===== src/design/schd_pkg.sv =====
// Shared types, codes and constants for the self-calibrating hysteresis detector.
// No dependencies; every design file imports this package.
package schd_pkg;

	// Default width of a sensor sample
	localparam int SAMPLE_BITS_DEF = 10;

	// Configuration register: log2 of the calibration sample count
	localparam int              CFG_W          = 4;
	localparam logic [CFG_W-1:0] CALIB_LOG2_RST = 4'd12;
	localparam int              CALIB_LOG2_MAX = 13;

	// Calibration sample counter, saturating
	localparam int CNT_W = 14;

	// Level codes
	localparam logic [1:0] LVL_INIT   = 2'd0;
	localparam logic [1:0] LVL_BRIGHT = 2'd1;
	localparam logic [1:0] LVL_DARK   = 2'd2;

	// Event codes
	localparam logic [1:0] EVT_NONE   = 2'd0;
	localparam logic [1:0] EVT_BRIGHT = 2'd1;
	localparam logic [1:0] EVT_DARK   = 2'd2;

	// Calibration sequencer states
	typedef enum logic [2:0] {
		CS_ACCUM,
		CS_THR_MUL,
		CS_THR_LOAD,
		CS_HYS_MUL,
		CS_HYS_LOAD,
		CS_EMIT
	} cal_state_t;

	// Top level to calibration unit
	typedef struct packed {
		logic req;       // sample waiting in the input stage, calibration open
		logic out_free;  // result register can take a transfer this cycle
	} cal_ctrl_t;

	// Calibration unit to top level
	typedef struct packed {
		logic done;  // threshold and hysteresis are valid
		logic emit;  // the input-stage sample completes this cycle
	} cal_status_t;

	// Detector result for the sample in the input stage
	typedef struct packed {
		logic [1:0] level;
		logic [1:0] evt;
		logic       led;
	} det_res_t;

	// Width of the hysteresis margin: largest value is half scale over ten
	function automatic int hyst_width(int sb);
		int half_max;
		half_max = ((1 << sb) - 1) >> 1;
		return $clog2(half_max / 10 + 1);
	endfunction

endpackage


===== src/design/schd_calib.sv =====
// Calibration unit: accumulates samples, then derives threshold and hysteresis
// through a shared divide-by-ten reciprocal multiplier. Depends on schd_pkg.
module schd_calib #(
	parameter int SampleBits = schd_pkg::SAMPLE_BITS_DEF
) (
	input  logic                                         clk,
	input  logic                                         arst_n,
	input  logic                                         cfg_wen,
	input  logic [schd_pkg::CFG_W-1:0]                   cfg_wdata,
	input  logic [SampleBits-1:0]                        sample,
	input  schd_pkg::cal_ctrl_t                          ctrl,
	output schd_pkg::cal_status_t                        status,
	output logic [SampleBits-1:0]                        threshold,
	output logic [schd_pkg::hyst_width(SampleBits)-1:0] hysteresis
);
	import schd_pkg::*;

	localparam int HystW = hyst_width(SampleBits);
	localparam int SumW  = SampleBits + CALIB_LOG2_MAX;
	// dividend holds up to nine times full scale
	localparam int DivW  = SampleBits + 4;
	localparam int DivK  = DivW + 3;
	localparam int ProdW = 2 * DivW;
	localparam int QuotW = ProdW - DivK;
	// ceil(2^DivK / 10): exact floor division for dividends below 2^DivW
	localparam longint unsigned RecipL = ((64'd1 << DivK) + 64'd9) / 64'd10;
	localparam logic [DivW-1:0] Recip = RecipL[DivW-1:0];
	localparam logic [SampleBits-1:0] SampleMax  = '1;
	localparam logic [SampleBits-1:0] SampleHalf = SampleMax >> 1;
	localparam logic [CFG_W-1:0]      ShiftMax   = CFG_W'(CALIB_LOG2_MAX);

	cal_state_t             state_q, state_d;
	logic [CFG_W-1:0]       calib_log2_q;
	logic [CFG_W-1:0]       shift;
	logic [CNT_W-1:0]       cnt_q, cnt_inc, limit;
	logic [SumW-1:0]        sum_q, sum_inc, avg_full;
	logic [SampleBits-1:0]  avg_sat;
	logic [DivW-1:0]        dividend_q, dividend_avg, dividend_hop;
	logic [ProdW-1:0]       prod_q;
	logic [QuotW-1:0]       quot;
	logic [SampleBits-1:0]  thr_next, hop;
	logic [SampleBits-1:0]  threshold_q;
	logic [HystW-1:0]       hysteresis_q;
	logic                   done_q;
	logic                   finish;
	logic                   acc_en, avg_ld, mul_en, thr_ld, hys_ld, emit, done_set;

	// Configuration register
	always_ff @(posedge clk or negedge arst_n) begin
		if (!arst_n) begin
			calib_log2_q <= CALIB_LOG2_RST;
		end else if (cfg_wen) begin
			calib_log2_q <= cfg_wdata;
		end
	end

	// Count in force; codes above the maximum act as the maximum
	assign shift    = (calib_log2_q > ShiftMax) ? ShiftMax : calib_log2_q;
	assign limit    = CNT_W'(1) << shift;
	assign cnt_inc  = (cnt_q == '1) ? cnt_q : cnt_q + 1'b1;
	assign sum_inc  = sum_q + SumW'(sample);
	assign finish   = (cnt_inc >= limit);

	// Average with saturation to full scale, then times nine
	assign avg_full     = sum_inc >> shift;
	assign avg_sat      = (|avg_full[SumW-1:SampleBits]) ? SampleMax
	                                                      : avg_full[SampleBits-1:0];
	assign dividend_avg = (DivW'(avg_sat) << 3) + DivW'(avg_sat);

	// Quotient of the last reciprocal multiply
	assign quot     = prod_q[ProdW-1:DivK];
	assign thr_next = quot[SampleBits-1:0];
	assign hop      = (thr_next > SampleHalf) ? (SampleMax - thr_next) : thr_next;
	assign dividend_hop = DivW'(hop);

	// Sequencer state register
	always_ff @(posedge clk or negedge arst_n) begin
		if (!arst_n) begin
			state_q <= CS_ACCUM;
		end else begin
			state_q <= state_d;
		end
	end

	// Sequencer next state and strobes
	always_comb begin
		state_d  = state_q;
		acc_en   = 1'b0;
		avg_ld   = 1'b0;
		mul_en   = 1'b0;
		thr_ld   = 1'b0;
		hys_ld   = 1'b0;
		emit     = 1'b0;
		done_set = 1'b0;
		case (state_q)
			CS_ACCUM: begin
				if (ctrl.req) begin
					if (finish) begin
						acc_en  = 1'b1;
						avg_ld  = 1'b1;
						state_d = CS_THR_MUL;
					end else if (ctrl.out_free) begin
						acc_en = 1'b1;
						emit   = 1'b1;
					end
				end
			end
			CS_THR_MUL: begin
				mul_en  = 1'b1;
				state_d = CS_THR_LOAD;
			end
			CS_THR_LOAD: begin
				thr_ld  = 1'b1;
				state_d = CS_HYS_MUL;
			end
			CS_HYS_MUL: begin
				mul_en  = 1'b1;
				state_d = CS_HYS_LOAD;
			end
			CS_HYS_LOAD: begin
				hys_ld  = 1'b1;
				state_d = CS_EMIT;
			end
			CS_EMIT: begin
				if (ctrl.out_free) begin
					emit     = 1'b1;
					done_set = 1'b1;
					state_d  = CS_ACCUM;
				end
			end
			default: begin
				state_d = CS_ACCUM;
			end
		endcase
	end

	// Accumulator, counter and derived values
	always_ff @(posedge clk or negedge arst_n) begin
		if (!arst_n) begin
			cnt_q        <= '0;
			sum_q        <= '0;
			threshold_q  <= '0;
			hysteresis_q <= '0;
			done_q       <= 1'b0;
		end else begin
			if (acc_en) begin
				cnt_q <= cnt_inc;
				sum_q <= sum_inc;
			end
			if (thr_ld) begin
				threshold_q <= thr_next;
			end
			if (hys_ld) begin
				hysteresis_q <= quot[HystW-1:0];
			end
			if (done_set) begin
				done_q <= 1'b1;
			end
		end
	end

	// Divider operand and shared reciprocal multiplier
	always_ff @(posedge clk) begin
		if (avg_ld) begin
			dividend_q <= dividend_avg;
		end else if (thr_ld) begin
			dividend_q <= dividend_hop;
		end
		if (mul_en) begin
			prod_q <= dividend_q * Recip;
		end
	end

	assign status.done = done_q;
	assign status.emit = emit;
	assign threshold   = threshold_q;
	assign hysteresis  = hysteresis_q;

endmodule


===== src/design/schd_detect.sv =====
// Hysteresis comparator: level and LED state, brighten and darken events.
// Depends on schd_pkg.
module schd_detect #(
	parameter int SampleBits = schd_pkg::SAMPLE_BITS_DEF
) (
	input  logic                                         clk,
	input  logic                                         arst_n,
	input  logic                                         fire,
	input  logic [SampleBits-1:0]                        sample,
	input  logic [SampleBits-1:0]                        threshold,
	input  logic [schd_pkg::hyst_width(SampleBits)-1:0] hysteresis,
	output schd_pkg::det_res_t                           res
);
	import schd_pkg::*;

	logic [1:0]            level_q, level_d;
	logic                  led_q, led_d;
	logic [1:0]            evt;
	logic [SampleBits:0]   upper, sample_up;
	logic                  above, below;

	// Band edges, one bit wider so nothing wraps
	assign upper     = {1'b0, threshold} + (SampleBits+1)'(hysteresis);
	assign sample_up = {1'b0, sample} + (SampleBits+1)'(hysteresis);
	assign above     = ({1'b0, sample} > upper);
	assign below     = (sample_up < {1'b0, threshold});

	// Next level, event on entry, LED follows the event
	always_comb begin
		level_d = level_q;
		if (above) begin
			level_d = LVL_BRIGHT;
		end else if (below) begin
			level_d = LVL_DARK;
		end
		evt   = EVT_NONE;
		led_d = led_q;
		if (level_q != LVL_BRIGHT && level_d == LVL_BRIGHT) begin
			evt   = EVT_BRIGHT;
			led_d = 1'b0;
		end else if (level_q != LVL_DARK && level_d == LVL_DARK) begin
			evt   = EVT_DARK;
			led_d = 1'b1;
		end
	end

	always_ff @(posedge clk or negedge arst_n) begin
		if (!arst_n) begin
			level_q <= LVL_INIT;
			led_q   <= 1'b0;
		end else if (fire) begin
			level_q <= level_d;
			led_q   <= led_d;
		end
	end

	assign res.level = level_d;
	assign res.evt   = evt;
	assign res.led   = led_d;

endmodule


===== src/design/self_calibrating_hysteresis_detector_unit.sv =====
// Top level of the self-calibrating hysteresis detector: input stage,
// result register and handshakes. Depends on schd_pkg, schd_calib, schd_detect.
//
// One sample in, one result out. After reset the first 2^calib_log2 samples
// (codes above 13 act as 13) are averaged; their results carry calibrating=1
// and zero threshold and hysteresis, except the closing sample, whose result
// shows the freshly derived values. From then on each sample is compared
// against threshold +/- hysteresis and level, event and LED follow. A sample
// sits in the input register until its result is registered in the output
// register, so one transfer per clock is sustained while the result side does
// not stall and calibration is not closing. The closing sample stays in the
// input stage through the sequencer states and while the result side stalls:
// the threshold and then the hysteresis each take a multiply and a load state on
// the shared divide-by-ten reciprocal multiplier, and the closing result then
// goes from the emit state to the result register. calib_log2 is only taken
// into account until calibration ends; later writes have no effect until reset.
module self_calibrating_hysteresis_detector_unit #(
	parameter int SampleBits = schd_pkg::SAMPLE_BITS_DEF
) (
	input  logic                                         clk,
	input  logic                                         arst_n,
	// configuration
	input  logic                                         cfg_wen,
	input  logic [schd_pkg::CFG_W-1:0]                   cfg_wdata,
	// sample channel
	input  logic                                         in_valid,
	output logic                                         in_stall,
	input  logic [SampleBits-1:0]                        sample,
	// result channel
	output logic                                         out_valid,
	input  logic                                         out_stall,
	output logic                                         calibrating,
	output logic [1:0]                                   level,
	output logic [1:0]                                   event_res,
	output logic                                         led,
	output logic [SampleBits-1:0]                        threshold_now,
	output logic [schd_pkg::hyst_width(SampleBits)-1:0] hysteresis_now
);
	import schd_pkg::*;

	localparam int HystW = hyst_width(SampleBits);

	logic                  valid_s1;
	logic [SampleBits-1:0] sample_s1;
	logic                  out_valid_q;
	logic                  calibrating_q;
	logic [1:0]            level_q;
	logic [1:0]            event_q;
	logic                  led_q;
	logic [SampleBits-1:0] thr_q;
	logic [HystW-1:0]      hyst_q;

	logic                  out_free;
	logic                  det_fire;
	logic                  s1_done;
	logic                  in_take;
	cal_ctrl_t             cal_ctrl;
	cal_status_t           cal_st;
	det_res_t              det_res;
	logic [SampleBits-1:0] threshold;
	logic [HystW-1:0]      hysteresis;

	// Handshake control
	assign out_free = !out_valid_q || !out_stall;
	assign det_fire = valid_s1 && cal_st.done && out_free;
	assign s1_done  = det_fire || cal_st.emit;
	assign in_stall = valid_s1 && !s1_done;
	assign in_take  = in_valid && !in_stall;

	assign cal_ctrl.req      = valid_s1 && !cal_st.done;
	assign cal_ctrl.out_free = out_free;

	// Input stage
	always_ff @(posedge clk or negedge arst_n) begin
		if (!arst_n) begin
			valid_s1 <= 1'b0;
		end else if (in_take) begin
			valid_s1 <= 1'b1;
		end else if (s1_done) begin
			valid_s1 <= 1'b0;
		end
	end

	always_ff @(posedge clk) begin
		if (in_take) begin
			sample_s1 <= sample;
		end
	end

	schd_calib #(
		.SampleBits (SampleBits)
	) u_calib (
		.clk        (clk),
		.arst_n     (arst_n),
		.cfg_wen    (cfg_wen),
		.cfg_wdata  (cfg_wdata),
		.sample     (sample_s1),
		.ctrl       (cal_ctrl),
		.status     (cal_st),
		.threshold  (threshold),
		.hysteresis (hysteresis)
	);

	schd_detect #(
		.SampleBits (SampleBits)
	) u_detect (
		.clk        (clk),
		.arst_n     (arst_n),
		.fire       (det_fire),
		.sample     (sample_s1),
		.threshold  (threshold),
		.hysteresis (hysteresis),
		.res        (det_res)
	);

	// Result register valid
	always_ff @(posedge clk or negedge arst_n) begin
		if (!arst_n) begin
			out_valid_q <= 1'b0;
		end else if (s1_done) begin
			out_valid_q <= 1'b1;
		end else if (!out_stall) begin
			out_valid_q <= 1'b0;
		end
	end

	// Result register payload
	always_ff @(posedge clk) begin
		if (s1_done) begin
			thr_q  <= threshold;
			hyst_q <= hysteresis;
			if (det_fire) begin
				calibrating_q <= 1'b0;
				level_q       <= det_res.level;
				event_q       <= det_res.evt;
				led_q         <= det_res.led;
			end else begin
				calibrating_q <= 1'b1;
				level_q       <= LVL_INIT;
				event_q       <= EVT_NONE;
				led_q         <= 1'b0;
			end
		end
	end

	assign out_valid      = out_valid_q;
	assign calibrating    = calibrating_q;
	assign level          = level_q;
	assign event_res      = event_q;
	assign led            = led_q;
	assign threshold_now  = thr_q;
	assign hysteresis_now = hyst_q;

`ifndef SYNTH
	// Calibration results carry no level, event or LED activity
	a_cal_quiet: assert property (@(posedge clk) disable iff (!arst_n)
		out_valid && calibrating |-> level == LVL_INIT && event_res == EVT_NONE && !led)
		else $error("calibration result with detector activity");

	// A brighten event lands in bright with the LED off
	a_bright: assert property (@(posedge clk) disable iff (!arst_n)
		out_valid && event_res == EVT_BRIGHT |-> level == LVL_BRIGHT && !led)
		else $error("brighten event inconsistent with level or LED");

	// A darken event lands in dark with the LED on
	a_dark: assert property (@(posedge clk) disable iff (!arst_n)
		out_valid && event_res == EVT_DARK |-> level == LVL_DARK && led)
		else $error("darken event inconsistent with level or LED");

	// Calibration closes only together with the transfer of its last sample
	a_done_emit: assert property (@(posedge clk) disable iff (!arst_n)
		$rose(cal_st.done) |-> $past(cal_st.emit) && out_valid && calibrating)
		else $error("calibration closed without its result");
`endif

endmodule


===== config.mk =====
export PLATFORM = sky130hd
export DESIGN_NAME = self_calibrating_hysteresis_detector_unit
export DESIGN_NICKNAME = d
export VERILOG_FILES = /design/src/design/schd_pkg.sv /design/src/design/schd_calib.sv /design/src/design/schd_detect.sv /design/src/design/self_calibrating_hysteresis_detector_unit.sv
export SDC_FILE = /design/constraint.sdc
export NUM_CORES = 1
export LEC_CHECK = 0
export ABC_AREA = 1
export BUFFER_PORTS_ARGS = -buffer_cell sky130_fd_sc_hd__clkbuf_2
export CELL_PAD_IN_SITES_DETAIL_PLACEMENT = 2
export CELL_PAD_IN_SITES_GLOBAL_PLACEMENT = 2
export CORE_UTILIZATION = 42
export CTS_CLUSTER_SIZE = 14
export DETAILED_ROUTE_END_ITERATION = 8
export GPL_ROUTABILITY_DRIVEN = 0
export PLACE_DENSITY_LB_ADDON = 0.05
export SYNTH_ARGS = -nofsm -noshare
export SYNTH_HDL_FRONTEND = slang
export SYNTH_SLANG_ARGS = --single-unit

===== constraint.sdc =====
create_clock -name clk -period 10.8 [get_ports clk]
set_clock_uncertainty 0.2 [all_clocks]
set_input_delay 1.08 -clock clk [delete_from_list [all_inputs] [get_ports clk]]
set_output_delay 1.08 -clock clk [all_outputs]
set_load 0.02 [all_outputs]

==> results.ini <==
[run_status]
status = finished clean

[timing]
rsz0062_at_grt = false
report.final.slew_viol_count = 0
period_minus_slack_ps = 6350
max_freq_ghz = 0.158
maxSlewHeadroom = 0.140
hold_viol = 0
fin_tns_setup_ps = 0
final.period_utilization = 0.588
tightest_slew_ps = 1270
setup_viol = 0
layout_setup_ws_ps = 4450

[critical_path]
endpoint_kind = output pin
crit_path_cell_trace = nand2_1 -> inv_1 -> nor2_1 -> buf_4 -> inv_1 -> nor2_1 -> nand2_1 -> ha_1 -> nand2_1 -> nor2_1 -> o21ai_0 -> o211ai_1 -> nand2_1 -> nand2_1 -> nand2_1 -> a21oi_1 -> o21ai_0 -> o311ai_0 -> o211ai_1 -> buf_4 -> nor2_1 -> clkbuf_2
crit_type = register to output pin
crit_path_start_kind = register
critical_path.max_fanout = 24
path_common_cell = nand2_1
critical_path_arrival_ps = 5070
r2r_start = u_calib.dividend_q[6]
required_ps = 9520
cp-startpoint = u_calib.calib_log2_q[2]
max_stage_delay_ps = 760
crit_slowest_cell = dfstp_2

[yosys]
syn_area_sq_mm = 0.0114
synth_edf_count = 56
postSynthAreaPerCell_sq_um = 8.28
synthArstFlopShare = 0.541
synth_seq_cells = 122
syn_inst = 1383
yosysUniqueCellTypes = 58
synth_top_area_frac = 0.166
syn_nets = 1606
synth_ff_type = dfrtp_1
ys_seq_area_frac = 0.291
synth_area_leaders = ha_1 17%, edfxtp_1 15%, dfrtp_1 14%
yosysTopAreaCell = ha_1
synth_warnings = 0

[clock_tree]
clk_latency_ps = 430
holdBufCountCts = 0
cts_root_buf = clkbuf_16
cts.sinks = 122
cts_resized = 0
clockBufferDepth = 2
postCtsSetupRepairBufs = 0
cts_tree = done
clkTransAtPathRegs_ps = 70
cts_buffers = 17
htreeDepth = 4

[flow_run]
max-cap-violations = 0

[finish]
fillers = 3051
multiInputGateArea_sq_mm = 0.00714
diodes = 0
syn_to_final_growth_pct = 9.54
seqCellArea_sq_mm = 0.00334
final_area_sq_mm = 0.0125
fin_cells = 1777
nets = 1646
drive_above_1_share = 0.110

[placement]
port_buffers = 42
place_inst = 1745
place_area_sq_mm = 0.0120
dp_hpwl_microns = 30600
pre_cts_ws_ps = 4940

[detailed_routing]
routed_wl_microns = 39600
via_count = 9918
drc_errors = 0
wl_per_cell_microns = 22.3
firstDrtPassIters = 5
final_antenna_net_count = 0
drt_iter0_markers = 385
vias_per_cell = 5.58

[worst_hold_path]
hold_start = u_calib.threshold[6]
hold_class = register to register

[global_route]
track_usage = 0.297
grt_max_degree = 72
grt_pass1_wl_microns = 63500
grt_pass1_vias = 11500
grt.overflow.total = 0
antenna_found_initial = 0

[die]
die_y_microns = 167
core_area_sq_mm = 0.0269
dieArea_sq_mm = 0.0279
initial_core_util = 0.426
dieWidth_microns = 167
std_cell_rows = 60
ios = 43

-- cell usage after synthesis (2+ instances only) --
cell      count
a21o_1        6
a21oi_1      76
a22oi_1       2
a31oi_1       7
and2_1        2
buf_2         8
buf_4         3
clkbuf_1     12
clkinv_1      3
dfrtp_1      64
dfstp_2       2
edfxtp_1     56
fa_1         52
ha_1        152
inv_1       213
inv_2        10
mux2_2        3
nand2_1     278
nand2_2      26
nand2_4       3
nand3_1      97
nand3_2      14
nand4_1      13
nand4_4       2
nor2_1       75
nor2_2        8
nor3_1       12
nor4_1        3
o211ai_1      9
o21a_1        3
o21ai_0      77
o21ai_1       4
o21ai_2       2
o21bai_1      6
o31ai_1       2
or2_2         2
xnor2_1      22
xor2_1       34
-- stage by stage --
stage           util  hold slack [ps]
3_3_place_gp   0.446              288
3_5_place_dp   0.446              285
2_1_floorplan      -              247
6_report       0.467              314
5_1_grt        0.467              319
4_1_cts        0.467              308
-- layout by cell type (no fill, tap or decap), drive strengths merged, types with 6 or more instances in the layout --
cell type / Yosys / routed
nand2: 307 / 307
inv: 224 / 229
ha: 152 / 152
nand3: 112 / 112
o21ai: 84 / 84
nor2: 84 / 84
a21oi: 76 / 76
dfrtp: 64 / 64
clkbuf: 13 / 59
edfxtp: 56 / 56
fa: 52 / 52
xor2: 34 / 34
xnor2: 22 / 22
nand4: 15 / 15
nor3: 13 / 13
o211ai: 10 / 10
clkinv: 3 / 9
a31oi: 7 / 7
a21o: 6 / 6
o21bai: 6 / 6
-- critical path, delay by kind of cell (launching register included) --
kind | cells | cell delay [ps]
fa+ha+maj | 1 | 230
simple gates | 10 | 960
compound gates | 6 | 1170
flops | 1 | 760
buf+inv | 5 | 1480
-- path summary, 6_finish.rpt --
| check | to | cells past startpoint | slack, ps |
|---|---|---|---|
| setup / recovery | in_stall | 22 | 4450 |
| hold / removal | threshold_now[6] | 0 | 310 |
| setup reg to reg | u_calib.prod_q[25] | 16 | 4770 |
| hold reg to reg | threshold_now[6] | 0 | 310 |
| max in group asynchronous | u_calib.sum_q[7] | 1 | 9080 |
| min in group asynchronous | u_calib.cnt_q[12] | 1 | 640 |
-- cells by family (layout without fill, tap and decap cells) --
logic type | after synthesis | in the layout | synth area share
AO/OA/AOI/OAI | 204 | 204 | 0.101
XOR/XNOR | 56 | 56 | 0.0429
adder cells (fa/ha/maj) | 204 | 204 | 0.257
buffers and inverters | 251 | 304 | 0.0847
flip-flops | 122 | 122 | 0.291
multiplexers | 4 | 4 | 0.00383
AND/OR/NAND/NOR | 542 | 542 | 0.219
-- per-layer routing --
| layer | track usage | routed length, microns | up-vias | share of wire |
|---|---|---|---|---|
| li1 | - | - | 4637 | - |
| met1 | 0.333 | 16200 | 4995 | 0.41 |
| met2 | 0.555 | 20900 | 188 | 0.53 |
| met3 | 0.0447 | 1070 | 98 | 0.027 |
| met4 | 0.124 | 1460 | 0 | 0.037 |
| met5 | 0 | 0 | - | 0 |
-- sequential cells by signal, indices dropped and copies added, names as in the netlist --
name / count
threshold_now: 10
calibrating: 1
u_calib.prod_q: 10
u_calib.dividend_q: 14
u_calib.sum_q: 23
sample_s1: 10
level: 2
valid_s1: 1
u_detect.led_q: 1
out_valid: 1
u_detect.level_q: 2
u_calib.state_q: 3
led: 1
u_calib.cnt_q: 14
hysteresis_now: 6
event_res: 2
u_calib.hysteresis: 6
u_calib.threshold: 10
u_calib.calib_log2_q: 4
u_calib.done_q: 1
-- area by class of cell --
type | instances | share of cell area
clock buffers | 18 | 0.0342
clock inverters | 14 | 0.00908
inverters | 227 | 0.0682
flip-flops and latches | 122 | 0.266
repair buffers | 45 | 0.0188
multi-input cells | 1010 | 0.570
well taps | 341 | 0.0340
Power is left out: the tool's default activity adds up to more than one toggle a clock period on the data nets, which glitch-free logic cannot reach.
